### config.mk
export PLATFORM = sky130hd
export DESIGN_NAME = send_receive_checksum_accumulator
export DESIGN_NICKNAME = d
export VERILOG_FILES = /design/src/rtl/scra_pkg.sv /design/src/rtl/scra_mul.sv /design/src/rtl/scra_ctrl.sv /design/src/rtl/send_receive_checksum_accumulator.sv
export SDC_FILE = /design/constraint.sdc
export NUM_CORES = 2
export LEC_CHECK = 0
export ABC_CLOCK_PERIOD_IN_PS = 22500
export BUFFER_PORTS_ARGS = -buffer_cell sky130_fd_sc_hd__buf_2
export CAP_MARGIN = 40
export CORE_UTILIZATION = 55
export DETAILED_ROUTE_END_ITERATION = 8
export PLACE_DENSITY = 0.74
export SLEW_MARGIN = 30
export SYNTH_ARGS = -nofsm -noshare
export SYNTH_HDL_FRONTEND = slang
export SYNTH_HIERARCHICAL = 1
export SYNTH_SLANG_ARGS = --single-unit
### constraint.sdc
create_clock -name clk -period 22.5 [get_ports clk]
set_clock_uncertainty 0.05 [all_clocks]
set_input_delay 2.25 -clock clk [delete_from_list [all_inputs] [get_ports clk]]
set_output_delay 2.25 -clock clk [all_outputs]
set_load 0.03 [all_outputs]
### src/rtl/scra_pkg.sv
// ----------------------------------------------------------------------------
// scra_pkg: shared types and constants
// Opcodes, sequencer states and the control bundle of the checksum accumulator.
// ----------------------------------------------------------------------------
package scra_pkg;

	localparam int WORD_W = 32;
	localparam int OP_W   = 2;
	localparam int TYPE_W = 8;

	localparam logic [OP_W-1:0] OP_SEND  = 2'd0;
	localparam logic [OP_W-1:0] OP_RECV  = 2'd1;
	localparam logic [OP_W-1:0] OP_ROUND = 2'd2;
	localparam logic [OP_W-1:0] OP_NONE  = 2'd3;

	typedef enum logic [2:0] {
		ST_IDLE,
		ST_MUL_AB,
		ST_MUL_TH,
		ST_MUL_PI,
		ST_ACC
	} state_t;

	typedef enum logic [1:0] {
		SEL_AB,
		SEL_TH,
		SEL_PI
	} mul_sel_t;

	typedef struct packed {
		logic     load;
		logic     mul_en;
		mul_sel_t mul_sel;
		logic     acc_en;
	} ctrl_t;

endpackage

### src/rtl/scra_mul.sv
// ----------------------------------------------------------------------------
// scra_mul: shared registered multiplier
// Keeps the low word of a 32 by 32 product, registered when enabled.
// ----------------------------------------------------------------------------
module scra_mul
	import scra_pkg::*;
(
	input  logic              clk,
	input  logic              en,
	input  logic [WORD_W-1:0] op_a,
	input  logic [WORD_W-1:0] op_b,
	output logic [WORD_W-1:0] prod
);

	logic [WORD_W-1:0] prod_q;

	always_ff @(posedge clk) begin
		if (en) begin
			prod_q <= op_a * op_b;
		end
	end

	assign prod = prod_q;

endmodule

### src/rtl/scra_ctrl.sv
// ----------------------------------------------------------------------------
// scra_ctrl: item sequencer
// Steps a record through three multiplies and the accumulate, or goes straight
// to the accumulate for a round or unused opcode.
// ----------------------------------------------------------------------------
module scra_ctrl
	import scra_pkg::*;
(
	input  logic            clk,
	input  logic            arst_n,
	input  logic            in_valid,
	input  logic [OP_W-1:0] opcode,
	input  logic            out_valid,
	input  logic            out_ready,
	output logic            in_ready,
	output ctrl_t           ctl
);

	state_t state_q;
	state_t state_d;
	logic   out_free;

	assign out_free = !out_valid || out_ready;

	always_ff @(posedge clk or negedge arst_n) begin
		if (!arst_n) begin
			state_q <= ST_IDLE;
		end else begin
			state_q <= state_d;
		end
	end

	always_comb begin
		state_d = state_q;
		unique case (state_q)
			ST_IDLE: begin
				if (in_valid) begin
					if (opcode == OP_SEND || opcode == OP_RECV) begin
						state_d = ST_MUL_AB;
					end else begin
						state_d = ST_ACC;
					end
				end
			end
			ST_MUL_AB: state_d = ST_MUL_TH;
			ST_MUL_TH: state_d = ST_MUL_PI;
			ST_MUL_PI: state_d = ST_ACC;
			ST_ACC: begin
				if (out_free) begin
					state_d = ST_IDLE;
				end
			end
			default: state_d = ST_IDLE;
		endcase
	end

	always_comb begin
		in_ready    = 1'b0;
		ctl.load    = 1'b0;
		ctl.mul_en  = 1'b0;
		ctl.mul_sel = SEL_AB;
		ctl.acc_en  = 1'b0;
		unique case (state_q)
			ST_IDLE: begin
				in_ready = 1'b1;
				ctl.load = in_valid;
			end
			ST_MUL_AB: begin
				ctl.mul_en  = 1'b1;
				ctl.mul_sel = SEL_AB;
			end
			ST_MUL_TH: begin
				ctl.mul_en  = 1'b1;
				ctl.mul_sel = SEL_TH;
			end
			ST_MUL_PI: begin
				ctl.mul_en  = 1'b1;
				ctl.mul_sel = SEL_PI;
			end
			ST_ACC: begin
				ctl.acc_en = out_free;
			end
			default: begin
				in_ready = 1'b0;
			end
		endcase
	end

endmodule

### src/rtl/send_receive_checksum_accumulator.sv
// ----------------------------------------------------------------------------
// send_receive_checksum_accumulator: message checksum accumulator
// Records sent and received messages into two running sums and exchanges
// them with a round checksum when a round closes.
// ----------------------------------------------------------------------------
// Usage:
// The input channel (in_valid, in_ready) takes one beat per item: an opcode
// and the message fields. The output channel (out_valid, out_ready) returns
// one beat per item with the round checksum and the send and receive totals
// as they stand after that item.
// A record runs three multiplies in turn on one registered 32 by 32
// multiplier and then the accumulate step; a round or an unused opcode
// needs only the accumulate step. A new item is taken only in idle, once
// the previous item has finished its accumulate.
// The result sits in an output register. While the receiver stalls, the
// next item is still accepted and computed, and then waits in its
// accumulate cycle until the output register frees.
// Reset clears the three accumulators and the output valid flag.
// ----------------------------------------------------------------------------
module send_receive_checksum_accumulator
	import scra_pkg::*;
(
	input  logic              clk,
	input  logic              arst_n,
	input  logic              in_valid,
	output logic              in_ready,
	input  logic [OP_W-1:0]   opcode,
	input  logic [WORD_W-1:0] target_word,
	input  logic [WORD_W-1:0] record_id,
	input  logic [TYPE_W-1:0] msg_type,
	input  logic [WORD_W-1:0] context_id,
	input  logic [WORD_W-1:0] seq_number,
	input  logic [WORD_W-1:0] from_word,
	input  logic [WORD_W-1:0] to_word,
	input  logic [WORD_W-1:0] origin_word,
	input  logic              static_call,
	output logic              out_valid,
	input  logic              out_ready,
	output logic [WORD_W-1:0] round_checksum,
	output logic [WORD_W-1:0] send_total,
	output logic [WORD_W-1:0] receive_total
);

	ctrl_t             ctl;
	logic [OP_W-1:0]   opcode_q;
	logic [WORD_W-1:0] a_q;
	logic [WORD_W-1:0] b_q;
	logic [WORD_W-1:0] c_q;
	logic [WORD_W-1:0] target_q;
	logic [WORD_W-1:0] id1_q;
	logic              static_q;
	logic [WORD_W-1:0] send_acc_q;
	logic [WORD_W-1:0] receive_acc_q;
	logic [WORD_W-1:0] round_acc_q;
	logic              out_valid_q;
	logic [WORD_W-1:0] round_out_q;
	logic [WORD_W-1:0] send_out_q;
	logic [WORD_W-1:0] receive_out_q;
	logic [WORD_W-1:0] prod;
	logic [WORD_W-1:0] hash;
	logic [WORD_W-1:0] mul_a;
	logic [WORD_W-1:0] mul_b;
	logic [WORD_W-1:0] send_d;
	logic [WORD_W-1:0] receive_d;
	logic [WORD_W-1:0] round_d;

	scra_ctrl u_ctrl (
		.clk       (clk),
		.arst_n    (arst_n),
		.in_valid  (in_valid),
		.opcode    (opcode),
		.out_valid (out_valid_q),
		.out_ready (out_ready),
		.in_ready  (in_ready),
		.ctl       (ctl)
	);

	// The three hash terms are formed while the beat is captured.
	always_ff @(posedge clk) begin
		if (ctl.load) begin
			opcode_q <= opcode;
			a_q      <= ~from_word + {{(WORD_W-TYPE_W){1'b0}}, msg_type};
			b_q      <= ~to_word + context_id;
			c_q      <= ~origin_word + seq_number;
			target_q <= target_word;
			id1_q    <= record_id + {{(WORD_W-1){1'b0}}, 1'b1};
			static_q <= static_call;
		end
	end

	assign hash = prod ^ c_q ^ {WORD_W{~static_q}};

	always_comb begin
		case (ctl.mul_sel)
			SEL_AB: begin
				mul_a = a_q;
				mul_b = b_q;
			end
			SEL_TH: begin
				mul_a = target_q;
				mul_b = hash;
			end
			SEL_PI: begin
				mul_a = prod;
				mul_b = id1_q;
			end
			default: begin
				mul_a = a_q;
				mul_b = b_q;
			end
		endcase
	end

	scra_mul u_mul (
		.clk  (clk),
		.en   (ctl.mul_en),
		.op_a (mul_a),
		.op_b (mul_b),
		.prod (prod)
	);

	always_comb begin
		send_d    = send_acc_q;
		receive_d = receive_acc_q;
		round_d   = round_acc_q;
		unique case (opcode_q)
			OP_SEND: send_d = send_acc_q + prod;
			OP_RECV: receive_d = receive_acc_q + prod;
			OP_ROUND: begin
				round_d   = send_acc_q;
				send_d    = send_acc_q ^ receive_acc_q;
				receive_d = receive_acc_q ^ round_acc_q;
			end
			OP_NONE: round_d = round_acc_q;
			default: round_d = round_acc_q;
		endcase
	end

	always_ff @(posedge clk or negedge arst_n) begin
		if (!arst_n) begin
			send_acc_q    <= '0;
			receive_acc_q <= '0;
			round_acc_q   <= '0;
			out_valid_q   <= 1'b0;
		end else begin
			if (ctl.acc_en) begin
				send_acc_q    <= send_d;
				receive_acc_q <= receive_d;
				round_acc_q   <= round_d;
				out_valid_q   <= 1'b1;
			end else if (out_ready) begin
				out_valid_q <= 1'b0;
			end
		end
	end

	always_ff @(posedge clk) begin
		if (ctl.acc_en) begin
			round_out_q   <= round_d;
			send_out_q    <= send_d;
			receive_out_q <= receive_d;
		end
	end

	assign out_valid      = out_valid_q;
	assign round_checksum = round_out_q;
	assign send_total     = send_out_q;
	assign receive_total  = receive_out_q;

	a_record_starts_mul: assert property (@(posedge clk) disable iff (!arst_n)
		in_valid && in_ready && (opcode == OP_SEND || opcode == OP_RECV) |=> ctl.mul_en)
		else $error("A record beat did not start the multiply sequence.");

	a_round_exchange: assert property (@(posedge clk) disable iff (!arst_n)
		ctl.acc_en && opcode_q == OP_ROUND |=> round_acc_q == $past(send_acc_q)
			&& send_acc_q == ($past(send_acc_q) ^ $past(receive_acc_q)))
		else $error("Round exchange produced wrong accumulators.");

	a_unused_keeps_state: assert property (@(posedge clk) disable iff (!arst_n)
		ctl.acc_en && opcode_q == OP_NONE |=> $stable(send_acc_q)
			&& $stable(receive_acc_q) && $stable(round_acc_q))
		else $error("An unused opcode changed the accumulators.");

	a_acc_gives_result: assert property (@(posedge clk) disable iff (!arst_n)
		ctl.acc_en |=> out_valid_q && send_out_q == send_acc_q)
		else $error("An accumulate did not present its result.");

	a_no_accept_busy: assert property (@(posedge clk) disable iff (!arst_n)
		ctl.mul_en |-> !in_ready)
		else $error("Input accepted during the multiply sequence.");

endmodule

== Word level (Yosys, flattened, before mapping) ==
Index checks and enable logic that the tools add are counted.

* Word-level logic and storage cells: 65
* Register bits: 391
* Output and inout port bits: 98
* Input bits: 239

* Add/sub/neg operators: 6
* Mux-type cells: 15
* Bitwise operators: 8
* Equal/unequal tests: 11
* Reduce and logical (&&, ||, !) cells: 8
* Multiply operators: 1

{| class="wikitable"
|+ Operators with widths
! operator !! count
|-
| $pmux W32 S2 || 4
|-
| $add A32 B32 Y32 || 4
|-
| $xor A32 B32 Y32 || 4
|-
| $not A32 Y32 || 3
|-
| $add A32 B1 Y32 const B || 1
|-
| $add A32 B8 Y32 || 1
|-
| $mul A32 B32 Y32 || 1
|-
| $mux W32 || 1
|-
| $pmux W3 S5 || 1
|-
| $mux W3 || 3
|-
| $pmux W3 S3 || 1
|-
| $eq A2 B1 Y1 const B || 3
|-
| $eq A3 B2 Y1 const B || 2
|-
| $mux W1 || 5
|-
| $eq A2 B2 Y1 const B || 2
|-
| $logic_not A2 Y1 || 2
|-
| $eq A3 B1 Y1 const B || 1
|-
| $eq A3 B3 Y1 const B || 1
|-
| $logic_not A3 Y1 || 1
|-
| $logic_or A1 B1 Y1 || 2
|-
| $ne A2 B1 Y1 const B || 1
|-
| $ne A2 B2 Y1 const B || 1
|-
| $reduce_and A2 Y1 || 1
|-
| $reduce_bool A2 Y1 || 1
|-
| other kinds (2) || 2
|}

== Longest topological paths before layout ==
* Depth in word-level cells: 5
* Gate-level depth with buffers: 36
* Gate-level depth less buffers: 31

== Modules after synthesis ==
The synthesis kept the hierarchy.

{| class="wikitable"
|+ Modules (own cells, without submodules)
! module !! instances !! seq. area each (um2) !! cells an instance !! area an instance (um2)
|-
| send_receive_checksum_accumulator || 1 || 10204.8 || 2368 || 23403.7
|-
| scra_mul || 1 || 960.9 || 1780 || 16923.7
|-
| scra_ctrl || 1 || 75.1 || 21 || 183.9
|}

== Worst setup path after synthesis ==
No wires, ideal clock.

* Path type: register -> register
* From: register u_ctrl.state_q[2]
* To: register u_mul.prod_q[29], in the netlist u_mul/prod[29], data pin
* Path slack: 13.970 ns
* Arrival: 8.222 ns
* Setup time: 0.258 ns
* Clock period less this slack: 8.530 ns
* Buffers on the path: 6
* Required time: 22.192 ns
* Stages on the path, launching flop included: 34
* Path through: dfrtp_1 buf_4 nor3b_1 inv_1 ha_1 clkbuf_1 clkbuf_1 clkbuf_1 nand2_1 o21ai_0 clkbuf_1 clkbuf_1 and2_1 fa_1 fa_1 fa_1 inv_1 fa_1 inv_1 fa_1 inv_1 fa_1 inv_1 fa_1 inv_1 fa_1 inv_1 ha_1 or3_1 o2111ai_1 o211ai_2 o2111ai_1 a31oi_1 xnor2_1

{| class="wikitable"
|+ RTL lines
! what !! RTL line !! source
|-
| from (decl) || scra_ctrl.sv:19 || <nowiki>state_t state_q;</nowiki>
|-
| from (signal assigned) || scra_ctrl.sv:29 || <nowiki>state_q <= state_d;</nowiki>
|-
| to (signal assigned) || scra_mul.sv:19 || <nowiki>prod_q <= op_a * op_b;</nowiki>
|-
| to (decl) || scra_mul.sv:15 || <nowiki>logic [WORD_W-1:0] prod_q;</nowiki>
|}

==> out/metrics.yaml <==
run_status: "complete, no violations"
cp_max_fo: 80
critPathMostFrequentCell: "fa_1"
first_global_vias: 31464
dpl.hpwl_um: 88860
end_kind: "flip-flop"
finalCriticalPeriod_ns: 9.311
setup_violations: 0
synth_warnings: 6
ff2ff_setup_slack_ns: 13.19
routed_wirelength_um: 115700
grt_antenna_before_repair: 5
detailedRoute.firstIterationViolations: 2399
async_flop_share_pct: 25.58
clock_insertion_delay_worst_skew_ns: 0.63
holdBufCountCts: 0
final_standard_cell_count_with_taps_included_and_fillers_excluded: 5449
critical_path.startpoint_type: "flip-flop"
design.final.nets: 5365
cts.sinks: 391
area_growth_syn_to_layout_pct: 10.87
maxCapViolations: 0
number_of_cell_instances_on_the_worst_register_to_register_path: 28
hold-path-endpoint: "round_acc_q[10]"
core-area_um2: 72960
drt-pass1-iter-count: 8
cts.repair.resized: 0
cts_tree: "yes"
placed_cells_incl_taps: 5362
placement.io_buffers: 336
post-cts-setup-buffers: 0
synth-seq-cells: 391
clock.fmax_mhz: 107.4
gate_count_post_synth: 4169
global_route_wire_length_before_repair_um: 177500
drive_gt1_share_pct: 13.32
gr-usage-met2_pct: 50.77
global_placer_s_final_weighted_congestion: 0.9442
clk_pin_slew_ns: 0.06
core.rowCount: 99
timing.critical_path.required_ns: 22.76
globalRouteOverflowTotal: 0
count_of_cells_along_the_worst_hold_path: 2
yosys.cell_count.top_type: "inv_1"
fp.dieArea_um2: 74750
timing_worst_slew_pin_value_ns: 0.9035
track_usage_pct: 31.12
total_count_of_max_transition_violations_in_the_final_report: 0
timing.slew.headroom_pct: 39.77
finalInstanceArea_um2: 44910
htree_num_levels: 2
via_count: 31398
floorplan.initialDensity_pct: 55.53
slowest_cell_delay_on_critical_path_ns: 0.64
grt_most_used_layer: "met2"
synth_area_um2: 40510
synth_nets: 5082
routedWlPerCell_um: 21.24
worst_ep_arrival_time_ns: 9.57
detail_route.vias_per_cell: 5.762
cp_slowest_cell: "ha_4"
synth_area_per_cell_um2: 9.717
antenna_left: 0
synth_seq_area_share_pct: 27.75
synthDominantAreaCellType: "edfxtp_1"
place_area_um2: 43480
synth-edff-count: 291
netlist-cell-type-count: 93
clk_root_buffer_cell: "clkbuf_16"
grt_setup_unrepaired: "false"
grt_start_max_net_pins: 174
synth_flop_cell: "edfxtp_1"
holdCritPathClass: "flip-flop to flip-flop"
residual_drc: 0
boundaryPins: 337
r2r-start: "u_ctrl/state_q[2]"
met3_demand_to_capacity_share_in_global_routing_pct: 6.579
post-route-period-util_pct: 41.38
r2r_end: "u_mul/prod[30]"
synth.top_cell.area_share_pct: 21.57
worstHoldStart: "round_acc_q[10]"
die_height_um: 273.4
ranking_of_synthesized_cells_by_instance_count: "inv_1 (543), fa_1 (413), nand2_1 (388)"
met1_track_demand_over_resource_pct: 39.09
crit_type: "flip-flop to flip-flop"
tritoncts.num_buffers: 44
tns_ns: 0
hold_violations: 0
max-clock-path-buffers: 3
synth.top_cells.by_area: "edfxtp_1 (22%), fa_1 (20%), ha_1 (8.1%)"
die_width_um: 273.4
cell families (layout without fill, tap and decap cells):
group,count (synthesis),after routing,synth area share (%)
AND/OR/NAND/NOR,1234,1234,15.23
AO/OA/AOI/OAI,735,735,12.47
buffers and inverters,721,1040,6.705
adder cells (fa/ha/maj),674,674,28.47
flip-flops,391,391,27.75
XOR/XNOR,343,343,7.468
multiplexers,71,71,1.906
other,0,2,0
registers in the layout (all words and copies together), names as in the netlist, 2 cells and up:
register	count
c_q	32
receive_total	32
opcode_q	2
send_total	32
u_mul/prod	32
u_ctrl/state_q	3
a_q	32
round_acc_q	32
round_checksum	32
id1_q	32
b_q	32
send_acc_q	32
receive_acc_q	32
target_q	32
worst max-delay path: cells and delay by family (launching register included):
| family | cells | cell delay [ns] |
|---|---|---|
| AO/OA/AOI/OAI | 7 | 1.43 |
| flip-flops | 1 | 0.48 |
| AND/OR/NAND/NOR | 4 | 0.81 |
| buffers and inverters | 7 | 1.30 |
| adder cells (fa/ha/maj) | 10 | 4.86 |
final cells by class:
| type | instances | area [µm²] |
|---|---|---|
| Fill cell | 6050 | 28050 |
| Multi-Input combinational cell | 3057 | 26690 |
| Sequential cell | 391 | 11240 |
| Timing Repair Buffer | 414 | 2333 |
| Inverter | 544 | 2042 |
| Tap cell | 959 | 1200 |
| Clock buffer | 56 | 1156 |
| Clock inverter | 26 | 250.2 |
| Antenna cell | 2 | 5.005 |
worst max path at each step:
stage / startpoint / endpoint / slack, ns / depth (start not counted)
after global placement: u_ctrl/state_q[2] / u_mul/prod[30] / 13.24 / 26
after global routing: u_ctrl/state_q[2] / u_mul/prod[27] / 12.64 / 28
after CTS: u_ctrl/state_q[2] / u_mul/prod[30] / 12.96 / 29
after floorplan: u_ctrl/state_q[2] / u_mul/prod[29] / 13.97 / 33
after detailed placement: u_ctrl/state_q[2] / u_mul/prod[31] / 13.01 / 29
final: u_ctrl/state_q[2] / u_mul/prod[30] / 13.19 / 28
through the flow:
| step | util [%] | hold slack [ns] | worst slack [ns] |
|---|---|---|---|
| 2_1_floorplan | - | 0.4631 | 13.97 |
| 3_3_place_gp | 59.39 | 0.4833 | 13.24 |
| 3_5_place_dp | 59.60 | 0.4985 | 13.01 |
| 4_1_cts | 61.52 | 0.5115 | 12.96 |
| 5_1_grt | 61.55 | 0.5337 | 12.64 |
| 6_report | 61.56 | 0.5088 | 13.19 |
per-layer routing:
layer	vias to the layer above	wire, µm
met3	290	9964
met1	15365	44700
met5	-	42
li1	14454	-
met4	4	6436
met2	1285	54610
cells in the final DEF, fill, tap and decap left out, types with 25 or more instances in the layout:
master	n
o21ai_1	29
buf_2	336
and2_1	377
o21a_1	31
a21oi_1	138
dfrtp_1	100
a221o_1	37
ha_1	258
xor2_1	129
inv_1	543
nand3_1	47
xnor2_1	212
nor2_1	234
edfxtp_1	291
clkbuf_16	44
nor2b_1	25
nor3_1	31
a21o_1	73
buf_4	68
o21ai_0	134
mux2_2	49
a22oi_1	94
and3_1	46
fa_1	413
nand2_1	388
Power is not shown: default switching activity piles up to over one toggle a cycle in this logic, so the estimate is an artifact.
